`config.mk`:
```
export PLATFORM = sky130hd
export DESIGN_NAME = gcd_lcm_unit
export DESIGN_NICKNAME = d
export VERILOG_FILES = /design/src/design/gcdlcm_pkg.sv /design/src/design/gcd_lcm_unit.sv /design/src/design/gcdlcm_gcd.sv /design/src/design/gcdlcm_div.sv
export SDC_FILE = /design/constraint.sdc
export NUM_CORES = 1
export LEC_CHECK = 0
export BUFFER_PORTS_ARGS = -buffer_cell sky130_fd_sc_hd__clkbuf_2
export CAP_MARGIN = 25
export CELL_PAD_IN_SITES_DETAIL_PLACEMENT = 1
export CELL_PAD_IN_SITES_GLOBAL_PLACEMENT = 1
export CORE_UTILIZATION = 24
export CTS_BUF_LIST = sky130_fd_sc_hd__clkbuf_2 sky130_fd_sc_hd__clkbuf_4 sky130_fd_sc_hd__clkbuf_8
export CTS_CLUSTER_DIAMETER = 50
export CTS_CLUSTER_SIZE = 24
export DETAILED_ROUTE_END_ITERATION = 6
export GPL_TIMING_DRIVEN = 1
export PLACE_DENSITY_LB_ADDON = 0.1
export SYNTH_ARGS = -nofsm -noshare
export SYNTH_HDL_FRONTEND = slang
export SYNTH_SLANG_ARGS = --single-unit
```
`constraint.sdc`:
```
create_clock -name clk_i -period 7.2 [get_ports clk_i]
set_input_delay 0.72 -clock clk_i [delete_from_list [all_inputs] [get_ports clk_i]]
set_output_delay 0.72 -clock clk_i [all_outputs]
set_load 0.01 [all_outputs]
```
`src/design/gcdlcm_pkg.sv`:
```
// Package for the GCD and LCM unit: widths, word types, the request and
// response structs of the iterative units, and the sequencer states.
// No dependencies.
`timescale 1ns / 1ps

package gcdlcm_pkg;

  localparam int unsigned FieldW = 16;
  localparam int unsigned OpW    = 16;
  localparam int unsigned MultW  = 2 * OpW;
  localparam int unsigned ShiftW = $clog2(OpW);
  localparam int unsigned CountW = $clog2(OpW + 1);

  typedef logic [OpW-1:0] operand_t;

  typedef struct packed {
    logic [FieldW-1:0] first_value;
    logic [FieldW-1:0] second_value;
  } in_word_t;

  typedef struct packed {
    logic [FieldW-1:0] divisor;
    logic [MultW-1:0]  multiple;
  } out_word_t;

  typedef struct packed {
    logic     start;
    operand_t lhs;
    operand_t rhs;
  } unit_req_t;

  typedef struct packed {
    logic     done;
    operand_t result;
  } unit_rsp_t;

  typedef enum logic [4:0] {
    StIdle = 5'b00001,
    StGcd  = 5'b00010,
    StDiv  = 5'b00100,
    StMul  = 5'b01000,
    StOut  = 5'b10000
  } state_e;

endpackage

```
`src/design/gcd_lcm_unit.sv`:
```
// Top level of the GCD and LCM unit: sequencer, multiplier and output register.
// Depends on gcdlcm_pkg, gcdlcm_gcd and gcdlcm_div.
`timescale 1ns / 1ps

// The unit takes one word at a time and returns the greatest common divisor
// and the least common multiple of its two operands. When either operand is
// zero the GCD loop is skipped and the word goes straight to the output state.
// Otherwise the binary GCD loop runs first, one shift or subtract per cycle;
// a restoring divider then forms first / divisor, and one registered multiply
// gives the multiple. The unit takes no new word until the current one has
// moved to the output register, which holds a finished word while the next
// one is being worked on.

module gcd_lcm_unit (
  input  logic                  clk_i,
  input  logic                  rst_ni,
  input  logic                  in_valid_i,
  output logic                  in_ready_o,
  input  gcdlcm_pkg::in_word_t  in_word_i,
  output logic                  out_valid_o,
  input  logic                  out_ready_i,
  output gcdlcm_pkg::out_word_t out_word_o
);

  gcdlcm_pkg::state_e     state_q, state_d;
  gcdlcm_pkg::operand_t   a_q, a_d, b_q, b_d, g_q, g_d;
  logic [gcdlcm_pkg::MultW-1:0] prod_q, prod_d;
  gcdlcm_pkg::unit_req_t  gcd_req, div_req;
  gcdlcm_pkg::unit_rsp_t  gcd_rsp, div_rsp;
  gcdlcm_pkg::operand_t   in_a, in_b;
  logic                   in_fire, out_load;
  logic                   out_valid_q, out_valid_d;
  gcdlcm_pkg::out_word_t  out_word_q, out_word_d;

  assign in_a     = in_word_i.first_value[gcdlcm_pkg::OpW-1:0];
  assign in_b     = in_word_i.second_value[gcdlcm_pkg::OpW-1:0];
  assign in_ready_o = (state_q == gcdlcm_pkg::StIdle);
  assign in_fire  = in_valid_i && in_ready_o;
  assign out_load = (state_q == gcdlcm_pkg::StOut) && (!out_valid_q || out_ready_i);

  gcdlcm_gcd u_gcd (
    .clk_i  (clk_i),
    .rst_ni (rst_ni),
    .req_i  (gcd_req),
    .rsp_o  (gcd_rsp)
  );

  gcdlcm_div u_div (
    .clk_i  (clk_i),
    .rst_ni (rst_ni),
    .req_i  (div_req),
    .rsp_o  (div_rsp)
  );

  always_comb begin
    state_d       = state_q;
    a_d           = a_q;
    b_d           = b_q;
    g_d           = g_q;
    prod_d        = prod_q;
    gcd_req.start = 1'b0;
    gcd_req.lhs   = in_a;
    gcd_req.rhs   = in_b;
    div_req.start = 1'b0;
    div_req.lhs   = a_q;
    div_req.rhs   = gcd_rsp.result;
    case (state_q)
      gcdlcm_pkg::StIdle: begin
        if (in_fire) begin
          a_d = in_a;
          b_d = in_b;
          if (in_a == '0 || in_b == '0) begin
            g_d     = gcdlcm_pkg::OpW'(1);
            prod_d  = '0;
            state_d = gcdlcm_pkg::StOut;
          end else begin
            gcd_req.start = 1'b1;
            state_d       = gcdlcm_pkg::StGcd;
          end
        end
      end
      gcdlcm_pkg::StGcd: begin
        if (gcd_rsp.done) begin
          g_d           = gcd_rsp.result;
          div_req.start = 1'b1;
          state_d       = gcdlcm_pkg::StDiv;
        end
      end
      gcdlcm_pkg::StDiv: begin
        if (div_rsp.done) begin
          state_d = gcdlcm_pkg::StMul;
        end
      end
      gcdlcm_pkg::StMul: begin
        prod_d  = gcdlcm_pkg::MultW'(div_rsp.result) * gcdlcm_pkg::MultW'(b_q);
        state_d = gcdlcm_pkg::StOut;
      end
      gcdlcm_pkg::StOut: begin
        if (out_load) begin
          state_d = gcdlcm_pkg::StIdle;
        end
      end
      default: begin
        state_d = gcdlcm_pkg::StIdle;
      end
    endcase
  end

  always_comb begin
    out_valid_d = out_valid_q;
    out_word_d  = out_word_q;
    if (out_valid_q && out_ready_i) begin
      out_valid_d = 1'b0;
    end
    if (out_load) begin
      out_valid_d         = 1'b1;
      out_word_d.divisor  = g_q;
      out_word_d.multiple = prod_q;
    end
  end

  always_ff @(posedge clk_i or negedge rst_ni) begin
    if (!rst_ni) begin
      state_q     <= gcdlcm_pkg::StIdle;
      out_valid_q <= 1'b0;
    end else begin
      state_q     <= state_d;
      out_valid_q <= out_valid_d;
    end
  end

  always_ff @(posedge clk_i) begin
    a_q        <= a_d;
    b_q        <= b_d;
    g_q        <= g_d;
    prod_q     <= prod_d;
    out_word_q <= out_word_d;
  end

  assign out_valid_o = out_valid_q;
  assign out_word_o  = out_word_q;

endmodule

```
`src/design/gcdlcm_gcd.sv`:
```
// Binary GCD unit: one subtract, compare or shift step per cycle.
// Depends on gcdlcm_pkg.
`timescale 1ns / 1ps

module gcdlcm_gcd (
  input  logic                  clk_i,
  input  logic                  rst_ni,
  input  gcdlcm_pkg::unit_req_t req_i,
  output gcdlcm_pkg::unit_rsp_t rsp_o
);

  gcdlcm_pkg::operand_t             a_q, a_d, b_q, b_d;
  logic [gcdlcm_pkg::ShiftW-1:0]    k_q, k_d;
  logic                             busy_q, busy_d;

  always_comb begin
    a_d    = a_q;
    b_d    = b_q;
    k_d    = k_q;
    busy_d = busy_q;
    if (req_i.start) begin
      a_d    = req_i.lhs;
      b_d    = req_i.rhs;
      k_d    = '0;
      busy_d = 1'b1;
    end else if (busy_q) begin
      if (a_q == '0) begin
        busy_d = 1'b0;
      end else if (!a_q[0] && !b_q[0]) begin
        a_d = a_q >> 1;
        b_d = b_q >> 1;
        k_d = k_q + 1'b1;
      end else if (!a_q[0]) begin
        a_d = a_q >> 1;
      end else if (!b_q[0]) begin
        b_d = b_q >> 1;
      end else if (a_q >= b_q) begin
        a_d = (a_q - b_q) >> 1;
      end else begin
        b_d = (b_q - a_q) >> 1;
      end
    end
  end

  always_ff @(posedge clk_i or negedge rst_ni) begin
    if (!rst_ni) begin
      busy_q <= 1'b0;
    end else begin
      busy_q <= busy_d;
    end
  end

  always_ff @(posedge clk_i) begin
    a_q <= a_d;
    b_q <= b_d;
    k_q <= k_d;
  end

  assign rsp_o.done   = busy_q && (a_q == '0);
  assign rsp_o.result = b_q << k_q;

endmodule

```
`src/design/gcdlcm_div.sv`:
```
// Restoring divider: one quotient bit per cycle.
// Depends on gcdlcm_pkg.
`timescale 1ns / 1ps

module gcdlcm_div (
  input  logic                  clk_i,
  input  logic                  rst_ni,
  input  gcdlcm_pkg::unit_req_t req_i,
  output gcdlcm_pkg::unit_rsp_t rsp_o
);

  gcdlcm_pkg::operand_t          rem_q, rem_d, quo_q, quo_d, den_q, den_d;
  logic [gcdlcm_pkg::CountW-1:0] cnt_q, cnt_d;
  logic                          busy_q, busy_d;
  logic [gcdlcm_pkg::OpW:0]      trial;
  logic                          fits;

  assign trial = {rem_q, quo_q[gcdlcm_pkg::OpW-1]};
  assign fits  = trial >= {1'b0, den_q};

  always_comb begin
    rem_d  = rem_q;
    quo_d  = quo_q;
    den_d  = den_q;
    cnt_d  = cnt_q;
    busy_d = busy_q;
    if (req_i.start) begin
      rem_d  = '0;
      quo_d  = req_i.lhs;
      den_d  = req_i.rhs;
      cnt_d  = gcdlcm_pkg::CountW'(gcdlcm_pkg::OpW);
      busy_d = 1'b1;
    end else if (busy_q) begin
      if (cnt_q == '0) begin
        busy_d = 1'b0;
      end else begin
        rem_d = fits ? gcdlcm_pkg::OpW'(trial - {1'b0, den_q})
                     : gcdlcm_pkg::OpW'(trial);
        quo_d = {quo_q[gcdlcm_pkg::OpW-2:0], fits};
        cnt_d = cnt_q - 1'b1;
      end
    end
  end

  always_ff @(posedge clk_i or negedge rst_ni) begin
    if (!rst_ni) begin
      busy_q <= 1'b0;
    end else begin
      busy_q <= busy_d;
    end
  end

  always_ff @(posedge clk_i) begin
    rem_q <= rem_d;
    quo_q <= quo_d;
    den_q <= den_d;
    cnt_q <= cnt_d;
  end

  assign rsp_o.done   = busy_q && (cnt_q == '0);
  assign rsp_o.result = quo_q;

endmodule

```
==> impl_metrics.json <==
{
  "crit_path_max_fanout": 17,
  "drv_slew": 0,
  "cts.sinks": 225,
  "post_synth.cell_area_avg_um2": 9.71,
  "grt_max_degree": 49,
  "cts_hold_buf": 1,
  "postCtsSetupRepairBufs": 0,
  "synth.area.top_cells": "edfxtp_1 29%, fa_1 20%, ha_1 9.6%",
  "drt-vias-per-instance": 4.55,
  "wl_um": 64700,
  "drt_iter0_markers": 674,
  "use_met1_pct": 20.3,
  "num_io_pins": 86,
  "clockBufferDepth": 3,
  "root_buffer": "clkbuf_8",
  "area_delta_synth_final_pct": 12.5,
  "avgRoutedWirePerCell_um": 20.0,
  "criticalPathCategory": "reg2reg",
  "required_ns": 7.58,
  "antenna_found_initial": 1,
  "setup-violations-final": 0,
  "relSlewSlack_pct": 38.2,
  "report.final.hold_viol_count": 0,
  "finalSetupTns_ns": 0,
  "fmax_ghz": 0.154,
  "grt_pass1_wl_um": 100000,
  "antenna_left": 0,
  "crit_path_max_incr_delay_ns": 0.83,
  "cts_buffers": 41,
  "path_buf_inv": 4,
  "route.vias.total": 14700,
  "grt_pass1_vias": 16400,
  "hp-class": "in2reg",
  "critical_path_arrival_ns": 6.85,
  "overflow": 0,
  "timing.critical_path.cells": "nand2_1 -> fa_1 -> fa_1 -> fa_1 -> inv_1 -> fa_1 -> fa_1 -> inv_1 -> fa_1 -> inv_1 -> ha_1 -> a21oi_1 -> o21ai_0 -> a211oi_1 -> a21oi_1 -> buf_4 -> a21oi_1 -> o21a_1 -> o21bai_1",
  "row_count": 105,
  "synth_largest_area_cell": "edfxtp_1",
  "h-tree-depth": 2,
  "ys.flop_type": "edfxtp_1",
  "critPathCaptureType": "flip-flop",
  "drc": 0,
  "cpMostUsedCell": "fa_1",
  "final_nets": 2522,
  "async_flop_share_pct": 3.56,
  "ys_types": 74,
  "cts_tree": "built",
  "drt-pass1-iter-count": 5,
  "insertion_delay_ns": 0.63,
  "die_h_um": 292,
  "use_met2_pct": 25.8,
  "grt_util_all_layers_pct": 15.2,
  "cp-start-kind": "flip-flop",
  "clk_pin_slew_ns": 0.08,
  "start_util_pct": 24.4,
  "status": "complete, no violations",
  "netlist_instances": 2077,
  "die_w_um": 292,
  "synth_area_um2": 20200,
  "seq_area_frac_synth_pct": 32.1,
  "fp.dieArea_um2": 85200,
  "rsz0062_at_grt": "no",
  "top_usage_layer": "met2",
  "yosys_register_bits": 225,
  "synth_top_area_share_pct": 28.6,
  "finalCritPeriodShare_pct": 89.9,
  "clock_skew_ns": 0.0406,
  "yosysWarnings": 0,
  "synth_nets": 2464,
  "post-route-util_pct": 27.5,
  "io_buffers": 85,
  "final_layout_size_suffix_gt1_share_pct": 9.88,
  "fin_crit_ns": 6.47,
  "max_cap_violations": 0,
  "postCtsResizedCells": 0,
  "crit_family": "adder cells",
  "synth_edf_count": 192,
  "core_area_um2": 82600,
  "cpMaxStageDelayCell": "edfxtp_1",
  "gr-usage-met3_pct": 1.85,
  "detailed_place_hpwl_um": 51200,
  "worst_pin_slew_ns": 0.925,
  "gp_congestion": 0.819
}
## final cells by class
cell class              instances  area (um2)
diodes                          1        2.50
clock buffers                  44         587
clock inverters                31         354
fillers                      9440       59900
inverters                     291        1090
multi-input cells            1466       12200
flip-flops and latches        225        6470
well taps                    1070        1340
repair buffers                110         616
## sequential cells by signal, summed over array words and instances, names as in the netlist, 16 cells and up
name         cells
out_word_o      48
u_div.quo_q     16
a_q             16
u_div.rem_q     16
b_q             16
u_div.den_q     16
g_q             16
u_gcd.b_q       16
prod_q          32
u_gcd.a_q       16
## per-stage QoR
| step | hold WS, ns | cell area [um2] | instances | worst slack, ns |
|---|---|---|---|---|
| 2_1_floorplan | 0.400 | 20200 | 2077 | 1.47 |
| 3_3_place_gp | 0.401 | 21700 | 3161 | 0.793 |
| 3_5_place_dp | 0.406 | 21700 | 3161 | 0.735 |
| 4_1_cts | 0.245 | 22700 | 3237 | 0.727 |
| 5_1_grt | 0.260 | 22700 | 3238 | 0.373 |
| 6_report | 0.300 | 22700 | 3238 | 0.727 |
## synthesized netlist by cell type, types with 11 or more instances
cell type,instances
a211oi_1,15
a21o_1,24
a21oi_1,100
a221oi_1,21
a31oi_1,12
and2_1,135
and3_1,14
clkbuf_1,79
dfxtp_1,25
edfxtp_1,192
fa_1,197
ha_1,154
inv_1,288
mux2i_1,15
nand2_1,263
nand3_1,24
nand4_1,11
nor2_1,144
nor2b_1,16
nor3_1,26
nor4_1,15
o21a_1,18
o21ai_0,65
o22ai_1,12
xnor2_1,36
xor2_1,22
## per-layer routing
metal | vias to the layer above | wire length (um)
met4 | 0 | 1660
met1 | 7414 | 31200
li1 | 7082 | -
met2 | 175 | 30300
met5 | - | 0
met3 | 75 | 1560
## cells by family (layout without fill, tap and decap cells)
| family | count (synthesis) | count (layout) | share of synthesized area [%] |
|---|---|---|---|
| adders and majority gates | 351 | 351 | 29.1 |
| AOI/OAI and AO/OA | 352 | 352 | 11.4 |
| buffers and inverters | 386 | 476 | 7.41 |
| DFF | 225 | 225 | 32.1 |
| other | 0 | 1 | 0 |
| muxes | 23 | 23 | 1.47 |
| xor gates and xnor gates | 58 | 58 | 2.52 |
| and+or+nand+nor | 682 | 682 | 16.0 |
## worst register-to-register path, cell delays in order, from the launching register on
cell      delay [ns]
edfxtp_1        0.83
nand2_1         0.21
fa_1            0.54
fa_1            0.58
fa_1            0.54
inv_1           0.05
fa_1            0.49
fa_1            0.49
inv_1           0.05
fa_1            0.47
inv_1           0.04
ha_1            0.34
a21oi_1         0.17
o21ai_0         0.14
a211oi_1        0.37
a21oi_1         0.12
buf_4           0.20
a21oi_1         0.34
o21a_1          0.19
o21bai_1        0.07
## final timing paths
kind / startpoint / cells past startpoint / end / slack (ns)
min in group asynchronous: rst_ni / 2 / u_div.busy_q / 0.49
max in group asynchronous: rst_ni / 2 / state_q[0] / 6.41
setup / recovery: u_div.quo_q[11] / 19 / prod_q[31] / 0.73
setup reg to reg: u_div.quo_q[11] / 19 / prod_q[31] / 0.73
hold / removal: in_word_i[31] / 1 / a_q[15] / 0.30
hold reg to reg: prod_q[11] / 0 / out_word_o[11] / 0.40
## placed cells by master, fill, tap and decap left out, types with 12 or more instances in the layout
| cell | n |
|---|---|
| nor3_1 | 26 |
| edfxtp_1 | 192 |
| a31oi_1 | 12 |
| o22ai_1 | 12 |
| fa_1 | 197 |
| a21oi_1 | 100 |
| a211oi_1 | 15 |
| inv_1 | 288 |
| nand3_1 | 24 |
| mux2i_1 | 15 |
| buf_4 | 24 |
| xnor2_1 | 36 |
| a221oi_1 | 21 |
| nand2_1 | 263 |
| o21ai_0 | 65 |
| clkbuf_2 | 85 |
| nor4_1 | 15 |
| clkbuf_8 | 41 |
| ha_1 | 154 |
| nor2_1 | 143 |
| dfxtp_1 | 25 |
| and2_1 | 135 |
| and3_1 | 14 |
| o21a_1 | 18 |
| a21o_1 | 24 |
| nor2b_1 | 15 |
| xor2_1 | 22 |
Power is not shown: default switching activity piles up to over one toggle a cycle in this logic, so the estimate is an artifact.
